[config.mk]
export PLATFORM = sky130hd
export DESIGN_NAME = circular_list_cursor_engine_unit
export DESIGN_NICKNAME = d
export VERILOG_FILES = /design/src/hdl/clce_pkg.sv /design/src/hdl/circular_list_cursor_engine_unit.sv /design/src/hdl/clce_cell.sv
export SDC_FILE = /design/constraint.sdc
export NUM_CORES = 2
export LEC_CHECK = 0
export BUFFER_PORTS_ARGS = -buffer_cell sky130_fd_sc_hd__buf_2
export CORE_MARGIN = 1.5
export CORE_UTILIZATION = 50
export DETAILED_ROUTE_END_ITERATION = 8
export GPL_TIMING_DRIVEN = 0
export PLACE_DENSITY = 0.65
export SLEW_MARGIN = 25
export SYNTH_ARGS = -nofsm -noshare
export SYNTH_HDL_FRONTEND = slang
export SYNTH_SLANG_ARGS = --single-unit
[constraint.sdc]
create_clock -name i_clk -period 102 [get_ports i_clk]
set_input_delay 0 -clock i_clk [delete_from_list [all_inputs] [get_ports i_clk]]
set_output_delay 0 -clock i_clk [all_outputs]
set_load 0.05 [all_outputs]
[src/hdl/clce_pkg.sv]
package clce_pkg;

    // Default sizes of the ring
    localparam int CAPACITY_DEF   = 32;
    localparam int VALUE_BITS_DEF = 32;

    // Fixed field widths on the stream ports
    localparam int CMD_BITS    = 3;
    localparam int STATUS_BITS = 2;
    localparam int DATA_BITS   = 32;
    localparam int COUNT_BITS  = 6;

    // Request commands (codes above CMD_DUMP are ignored)
    typedef enum logic [CMD_BITS-1:0] {
        CMD_INSERT = 3'd0,
        CMD_FIND   = 3'd1,
        CMD_REMOVE = 3'd2,
        CMD_STEP   = 3'd3,
        CMD_DUMP   = 3'd4
    } t_cmd;

    // Result status codes
    typedef enum logic [STATUS_BITS-1:0] {
        ST_OK        = 2'd0,
        ST_NOT_FOUND = 2'd1,
        ST_FULL      = 2'd2,
        ST_EMPTY     = 2'd3
    } t_status;

    // Move that every cell of the ring makes in one cycle
    typedef enum logic [3:0] {
        OP_HOLD   = 4'b0001,
        OP_ROTATE = 4'b0010,
        OP_SHIFT  = 4'b0100,
        OP_INSERT = 4'b1000
    } t_cell_op;

endpackage

[src/hdl/circular_list_cursor_engine_unit.sv]
// Circular list with a cursor, kept as a row of CAPACITY cells in ring order:
// cell 0 is the cursor node and cell k its k-th successor, so moving the
// cursor rotates the occupied cells by one position per cycle. A request
// carries the command in s_axis tuser and the value or key in s_axis tdata.
// Insert, step, ignored commands and any command on an empty list finish
// in the accept cycle. Find and remove compare the cursor cell with
// the key once per cycle while the ring rotates, stopping at a match or
// after all n nodes. Dump sends n results, one per cycle. A stalled result
// output stalls the walk. One request is worked at a time; the next is taken
// once the last result is registered and the result register is empty or
// being read in that cycle.
module circular_list_cursor_engine_unit #(
    parameter int CAPACITY   = clce_pkg::CAPACITY_DEF,
    parameter int VALUE_BITS = clce_pkg::VALUE_BITS_DEF
) (
    input  logic        i_clk,
    input  logic        i_rst_n,
    // request side
    input  logic        i_s_axis_tvalid,
    output logic        o_s_axis_tready,
    input  logic [31:0] i_s_axis_tdata,   // [31:0] value
    input  logic [2:0]  i_s_axis_tuser,   // [2:0] cmd
    // result side
    output logic        o_m_axis_tvalid,
    input  logic        i_m_axis_tready,
    output logic [39:0] o_m_axis_tdata,   // [31:0] data, [37:32] count, [39:38] zero
    output logic [1:0]  o_m_axis_tuser,   // [1:0] status
    output logic        o_m_axis_tlast    // last
);

    localparam int CNT_BITS = $clog2(CAPACITY + 1);
    localparam int DW       = clce_pkg::DATA_BITS;
    localparam int CW       = clce_pkg::COUNT_BITS;
    localparam logic [CNT_BITS-1:0] CAP_C = CNT_BITS'(CAPACITY);
    localparam logic [CNT_BITS-1:0] ONE   = CNT_BITS'(1);

    typedef enum logic [1:0] {
        S_IDLE = 2'b01,
        S_WALK = 2'b10
    } t_state;

    t_state                  r_state, n_state;
    logic [CNT_BITS-1:0]     r_count, n_count;
    logic [CNT_BITS-1:0]     r_left, n_left;
    logic [VALUE_BITS-1:0]   r_key, n_key;
    clce_pkg::t_cmd          r_cmd, n_cmd;

    logic                    r_out_valid;
    clce_pkg::t_status       r_out_status;
    logic [DW-1:0]           r_out_data;
    logic [CW-1:0]           r_out_count;
    logic                    r_out_last;

    logic                    w_load;
    clce_pkg::t_status       w_status;
    logic [DW-1:0]           w_data;
    logic [CNT_BITS-1:0]     w_count_after;
    logic                    w_last;

    clce_pkg::t_cell_op      w_op;
    logic [VALUE_BITS-1:0]   w_cell [CAPACITY];
    logic [VALUE_BITS-1:0]   w_next [CAPACITY];
    logic [VALUE_BITS-1:0]   w_in_value;
    logic [VALUE_BITS-1:0]   w_succ;
    logic                    w_out_free;
    logic                    w_s_acc;
    logic                    w_match;

    // Ring of cells, each taking from its upper neighbor
    for (genvar g = 0; g < CAPACITY; g++) begin : g_cell
        if (g < CAPACITY - 1) begin : g_link
            assign w_next[g] = w_cell[g + 1];
        end else begin : g_end
            assign w_next[g] = '0;
        end

        clce_cell #(
            .VALUE_BITS (VALUE_BITS),
            .CNT_BITS   (CNT_BITS),
            .INDEX      (g)
        ) u_cell (
            .i_clk   (i_clk),
            .i_op    (w_op),
            .i_count (r_count),
            .i_next  (w_next[g]),
            .i_head  (w_cell[0]),
            .i_new   (w_in_value),
            .o_value (w_cell[g])
        );
    end

    assign w_out_free      = !r_out_valid || i_m_axis_tready;
    assign o_s_axis_tready = (r_state == S_IDLE) && w_out_free;
    assign w_s_acc         = i_s_axis_tvalid && o_s_axis_tready;
    assign w_in_value      = VALUE_BITS'($signed(i_s_axis_tdata));
    assign w_succ          = (r_count == ONE) ? w_cell[0] : w_cell[1];
    assign w_match         = (w_cell[0] == r_key);

    // Sequence requests and drive the ring
    always_comb begin
        n_state       = r_state;
        n_count       = r_count;
        n_left        = r_left;
        n_key         = r_key;
        n_cmd         = r_cmd;
        w_op          = clce_pkg::OP_HOLD;
        w_load        = 1'b0;
        w_status      = clce_pkg::ST_OK;
        w_data        = '0;
        w_count_after = r_count;
        w_last        = 1'b1;

        unique case (r_state)
            S_IDLE: begin
                if (w_s_acc) begin
                    w_load = 1'b1;
                    unique case (i_s_axis_tuser)
                        clce_pkg::CMD_INSERT: begin
                            if (r_count == CAP_C) begin
                                w_status = clce_pkg::ST_FULL;
                            end else begin
                                w_op          = clce_pkg::OP_INSERT;
                                n_count       = r_count + ONE;
                                w_count_after = r_count + ONE;
                                w_data        = DW'($signed(w_in_value));
                            end
                        end
                        clce_pkg::CMD_FIND, clce_pkg::CMD_REMOVE,
                        clce_pkg::CMD_DUMP: begin
                            if (r_count == '0) begin
                                w_status = clce_pkg::ST_EMPTY;
                            end else begin
                                // defer the result to the walk
                                w_load  = 1'b0;
                                n_state = S_WALK;
                                n_left  = r_count;
                                n_key   = w_in_value;
                                n_cmd   = clce_pkg::t_cmd'(i_s_axis_tuser);
                            end
                        end
                        clce_pkg::CMD_STEP: begin
                            if (r_count == '0) begin
                                w_status = clce_pkg::ST_EMPTY;
                            end else begin
                                w_op   = clce_pkg::OP_ROTATE;
                                w_data = DW'($signed(w_succ));
                            end
                        end
                        default: begin
                            w_status = clce_pkg::ST_OK;
                        end
                    endcase
                end
            end
            S_WALK: begin
                if (w_out_free) begin
                    unique case (r_cmd)
                        clce_pkg::CMD_DUMP: begin
                            w_load = 1'b1;
                            w_op   = clce_pkg::OP_ROTATE;
                            w_data = DW'($signed(w_cell[0]));
                            w_last = (r_left == ONE);
                            if (r_left == ONE) begin
                                n_state = S_IDLE;
                            end else begin
                                n_left = r_left - ONE;
                            end
                        end
                        clce_pkg::CMD_FIND, clce_pkg::CMD_REMOVE: begin
                            if (w_match) begin
                                w_load  = 1'b1;
                                n_state = S_IDLE;
                                if (r_cmd == clce_pkg::CMD_FIND) begin
                                    w_data = DW'($signed(r_key));
                                end else begin
                                    // unlink the cursor node, successor becomes cursor
                                    w_op          = clce_pkg::OP_SHIFT;
                                    n_count       = r_count - ONE;
                                    w_count_after = r_count - ONE;
                                    w_data        = (r_count == ONE) ? '0
                                                  : DW'($signed(w_cell[1]));
                                end
                            end else begin
                                w_op = clce_pkg::OP_ROTATE;
                                if (r_left == ONE) begin
                                    w_load   = 1'b1;
                                    w_status = clce_pkg::ST_NOT_FOUND;
                                    n_state  = S_IDLE;
                                end else begin
                                    n_left = r_left - ONE;
                                end
                            end
                        end
                        default: begin
                            n_state = S_IDLE;
                        end
                    endcase
                end
            end
            default: begin
                n_state = S_IDLE;
            end
        endcase
    end

    // Control state
    always_ff @(posedge i_clk) begin
        if (!i_rst_n) begin
            r_state     <= S_IDLE;
            r_count     <= '0;
            r_left      <= '0;
            r_out_valid <= 1'b0;
        end else begin
            r_state <= n_state;
            r_count <= n_count;
            r_left  <= n_left;
            if (w_load) begin
                r_out_valid <= 1'b1;
            end else if (i_m_axis_tready) begin
                r_out_valid <= 1'b0;
            end
        end
    end

    // Request payload and result register
    always_ff @(posedge i_clk) begin
        r_key <= n_key;
        r_cmd <= n_cmd;
        if (w_load) begin
            r_out_status <= w_status;
            r_out_data   <= w_data;
            r_out_count  <= CW'(w_count_after);
            r_out_last   <= w_last;
        end
    end

    assign o_m_axis_tvalid = r_out_valid;
    assign o_m_axis_tdata  = {2'b00, r_out_count, r_out_data};
    assign o_m_axis_tuser  = r_out_status;
    assign o_m_axis_tlast  = r_out_last;

    // Checks on the sequencer
    a_count_cap: assert property (@(posedge i_clk) disable iff (!i_rst_n)
        r_count <= CAP_C)
        else $error("element count above capacity");

    a_no_accept_walk: assert property (@(posedge i_clk) disable iff (!i_rst_n)
        (r_state == S_WALK) |-> !o_s_axis_tready)
        else $error("request taken during a walk");

    a_left_range: assert property (@(posedge i_clk) disable iff (!i_rst_n)
        (r_state == S_WALK) |-> (r_left != '0) && (r_left <= r_count))
        else $error("walk counter out of range");

    a_insert_grows: assert property (@(posedge i_clk) disable iff (!i_rst_n)
        (w_s_acc && (i_s_axis_tuser == clce_pkg::CMD_INSERT) && (r_count != CAP_C))
        |=> (r_count == $past(r_count) + ONE))
        else $error("insert did not grow the ring");

    a_walk_ends_last: assert property (@(posedge i_clk) disable iff (!i_rst_n)
        (r_state == S_WALK && n_state == S_IDLE) |-> (w_load && w_last))
        else $error("walk ended without a final result");

endmodule

[src/hdl/clce_cell.sv]
// One ring position. Cell 0 holds the cursor node, cell k its k-th successor.
module clce_cell #(
    parameter int VALUE_BITS = clce_pkg::VALUE_BITS_DEF,
    parameter int CNT_BITS   = $clog2(clce_pkg::CAPACITY_DEF + 1),
    parameter int INDEX      = 0
) (
    input  logic                    i_clk,
    input  clce_pkg::t_cell_op      i_op,
    input  logic [CNT_BITS-1:0]     i_count,
    input  logic [VALUE_BITS-1:0]   i_next,
    input  logic [VALUE_BITS-1:0]   i_head,
    input  logic [VALUE_BITS-1:0]   i_new,
    output logic [VALUE_BITS-1:0]   o_value
);

    localparam logic [CNT_BITS-1:0] POS      = CNT_BITS'(INDEX);
    localparam logic [CNT_BITS-1:0] POS_NEXT = CNT_BITS'(INDEX + 1);

    logic [VALUE_BITS-1:0] r_value;
    logic [VALUE_BITS-1:0] n_value;

    // Pick the next value from the neighbor, the head or the new request
    always_comb begin
        n_value = r_value;
        unique case (i_op)
            clce_pkg::OP_HOLD: begin
                n_value = r_value;
            end
            clce_pkg::OP_ROTATE: begin
                // the last occupied cell takes the old head, the rest move down
                n_value = (i_count == POS_NEXT) ? i_head : i_next;
            end
            clce_pkg::OP_SHIFT: begin
                n_value = i_next;
            end
            clce_pkg::OP_INSERT: begin
                if (INDEX == 0) begin
                    n_value = i_new;
                end else if (i_count == POS) begin
                    n_value = i_head;
                end
            end
            default: begin
                n_value = r_value;
            end
        endcase
    end

    always_ff @(posedge i_clk) begin
        r_value <= n_value;
    end

    assign o_value = r_value;

endmodule

==> run_results.csv <==
group,metric,value,unit
run_status,outcome,"completed",
clocking,numCtsBuffers,132,
clocking,clkTransAtPathRegs,0.06,ns
setup_path,end_kind,"flop",
logic_synthesis,syn-cell-area,0.0644,mm²
setup_path,cp-startpoint,"g_cell[0].u_cell.o_value[7]",
grt,antenna_found_initial,16,
clocking,cts_sinks,1115,
logic_synthesis,synth_ff_type,"edfxtp_1",
timing,max_freq,122,MHz
logic_synthesis,seq_area_frac_synth,51.7,%
setup_path,cpPeakStageDelay,0.86,ns
clocking,cts-root-buf,"clkbuf_16",
clocking,cts_setup_buffers,0,
finish,final_util,57.5,%
setup_path,cp-start-kind,"flop",
grt,track_usage,41.0,%
setup_path,crit_chain,"clkbuf_1, xnor2_1, nand4_1, nor4_1, buf_2, nand3_1, nor2_1, clkbuf_2, clkbuf_1, o21ai_0, a211oi_4, buf_6, buf_6, buf_6, buf_6, buf_6, buf_6, buf_6, buf_6, buf_8, buf_6",
grt,overflow,0,
clocking,clk_latency,0.79,ns
clocking,cts_tree,"built",
timing,slew_headroom,21.9,%
timing,finalCritPeriodShare,8.01,%
finish,area_delta_synth_final,13.9,%
timing,setup_tns,0,ns
route,dr.pass1.iters,9,
finish,nets,5859,
logic_synthesis,avgSynthCellArea,11.9,µm²
floorplanning,row_count,131,
route,postRouteAntennaNets,0,
placed_design,globalplace.congestion,1.01,
timing,setup_violations,0,
floorplanning,dieArea,0.131,mm²
setup_path,critPathSlowestCell,"clkbuf_1",
route,wl_per_cell,36.4,µm
flow_run,drv_cap,0,
finish,layout_commonest_cell,"edfxtp_1",
power,p_leak,26.6,nW
worst_hold_path,hold_path_class,"input port to flop",
power,pwr_density_cell,13.8,mW/mm²
setup_path,worstPathArrival,8.63,ns
placed_design,post-place-cells,7278,
timing,rsz0062_at_grt,"false",
timing,worst_slew_pin_slew,1.17,ns
clocking,clk_path_buf_depth,3,
route,avgViaCountPerCell,7.40,
logic_synthesis,netlist_instances,5425,
clocking,ctsResizeCount,0,
floorplanning,boundaryPins,84,
timing,fin_skew,0.0340,ns
finish,final_cell_mix,"edfxtp_1 (1,100), o22ai_1 (993), mux2i_1 (963)",
floorplanning,core_area,0.128,mm²
setup_path,required,102.47,ns
power,finalPower,1.02,mW
timing,finalCriticalPeriod,8.17,ns
grt,grt_max_degree,42,
placed_design,port_buffers,80,
finish,stdcell_count,7572,
timing,final-hold-violation-count,0,
timing,slew_violations,0,
floorplanning,die_x,362,µm
setup_path,reg2reg_from,"g_cell[0].u_cell.o_value[7]",
logic_synthesis,synth.distinct_cells,61,
clocking,cts_hold_buf,61,
route,remaining_drc_errors,0,
setup_path,cp_max_fo,15,
route,wirelength,275000,µm
logic_synthesis,synthArstFlopShare,0,%
logic_synthesis,yosysWarnings,0,
power,peakVddDrop,14.2,µV
logic_synthesis,ys_ff_latch,1115,
placed_design,dp_hpwl,206000,µm
route,first_iter_violations,9070,
floorplanning,die_h,362,µm
route,vias,56000,
logic_synthesis,synth_edf_count,1100,
worst_hold_path,hold_start,"i_s_axis_tdata[25]",
grt,grt_pass1_wl,387000,µm
finish,drive_above_1_share,10.3,%
grt,grt_pass1_vias,54000,
clocking,htree_levels,4,
floorplanning,start_util,50.5,%
setup_path,crit_type,"flop to flop",
setup_path,crit_path_frequent_cell,"buf_6",
## final timing paths
path              slack [ns]                           end  cells after the start
setup reg to reg       93.83  g_cell[7].u_cell.o_value[13]                     21
setup / recovery       93.83  g_cell[7].u_cell.o_value[13]                     21
hold reg to reg         0.49                     r_left[1]                      2
hold / removal          0.02                     r_key[25]                      2
## stage by stage
stage               hold slack, ns  setup slack [ns]  cell area [µm²]
floorplan                   0.0989             21.98            64400
global placement             0.212            -13.25            66900
detailed placement           0.216             94.21            68700
CTS                     0.00000883             94.19            73400
global route                0.0244             93.72            73400
finish                      0.0243             93.83            73400
## layout make-up
type	instances	area, µm²
inverters	76	285
well taps	1662	2080
clock inverters	58	453
diodes	5	12.5
clock buffers	170	3620
repair buffers	251	2630
fillers	10700	54300
flip-flops and latches	1115	33300
multi-input cells	3517	27800
plain buffers	718	3160
## power by group
group / switching [mW] / internal [mW]
clock network: 0.198 / 0.266
logic: 0.0323 / 0.0171
registers: 0.00127 / 0.500
total: 0.232 / 0.783
## sequential cells by signal, indices dropped and copies added, names as in the netlist
signal,flops
r_key,32
o_m_axis_tlast,1
r_cmd,3
r_count,6
o_m_axis_tvalid,1
r_state,2
r_out_count,6
r_left,6
o_m_axis_tuser,2
g_cell.u_cell.o_value,1024
r_out_data,32
## cells by family after synthesis
group,Yosys count,synth area share (%)
multiplexers,963,15.0
AO/OA/AOI/OAI,2183,25.2
XOR/XNOR,35,0.476
adder cells (fa/ha/maj),9,0.175
flip-flops,1115,51.7
AND/OR/NAND/NOR,325,2.25
other,1,0.00582
buffers and inverters,794,5.17
## cells in the mapped netlist (all sizes together), types with 3 or more instances
| library cell | number | area share (%) |
|---|---|---|
| clkbuf | 566 | 3.3 |
| dfxtp | 15 | 0.47 |
| buf | 152 | 1.4 |
| nor3 | 11 | 0.085 |
| inv | 76 | 0.44 |
| nor4b | 4 | 0.078 |
| edfxtp | 1100 | 51 |
| a31oi | 4 | 0.039 |
| xnor2 | 33 | 0.45 |
| nor4 | 3 | 0.029 |
| ha | 9 | 0.17 |
| or2 | 5 | 0.049 |
| nand2 | 174 | 1.0 |
| o21ai | 81 | 0.63 |
| nand3 | 11 | 0.085 |
| a32oi | 34 | 0.46 |
| nor3b | 3 | 0.035 |
| a222oi | 32 | 0.50 |
| a21oi | 13 | 0.12 |
| and2 | 7 | 0.068 |
| a22oi | 35 | 0.41 |
| nor2 | 65 | 0.38 |
| a22o | 33 | 0.45 |
| nand2b | 10 | 0.097 |
| or3 | 6 | 0.066 |
| nand4 | 17 | 0.17 |
| nor2b | 4 | 0.039 |
| o31ai | 3 | 0.035 |
| o22ai | 993 | 9.6 |
| mux2i | 963 | 15 |
| a2bb2oi | 928 | 13 |
| o211ai | 8 | 0.093 |
## per-layer routing
metal	wire, µm	global-route usage [%]	vias to the layer above
met1	103000	52.6	27900
li1	-	-	23100
met3	37700	15.2	824
met4	22700	29.4	24
met2	112000	56.7	4145
met5	377	1.41	-
## worst max-delay path, delay by kind of cell (launching register included)
family / cells / cell delay (ns)
buffers and inverters: 14 / 4.69
and+or+nand+nor: 4 / 1.54
DFF: 1 / 0.32
AOI/OAI and AO/OA: 2 / 0.99
xor gates and xnor gates: 1 / 0.22
Power figures use the tool's default switching activity.
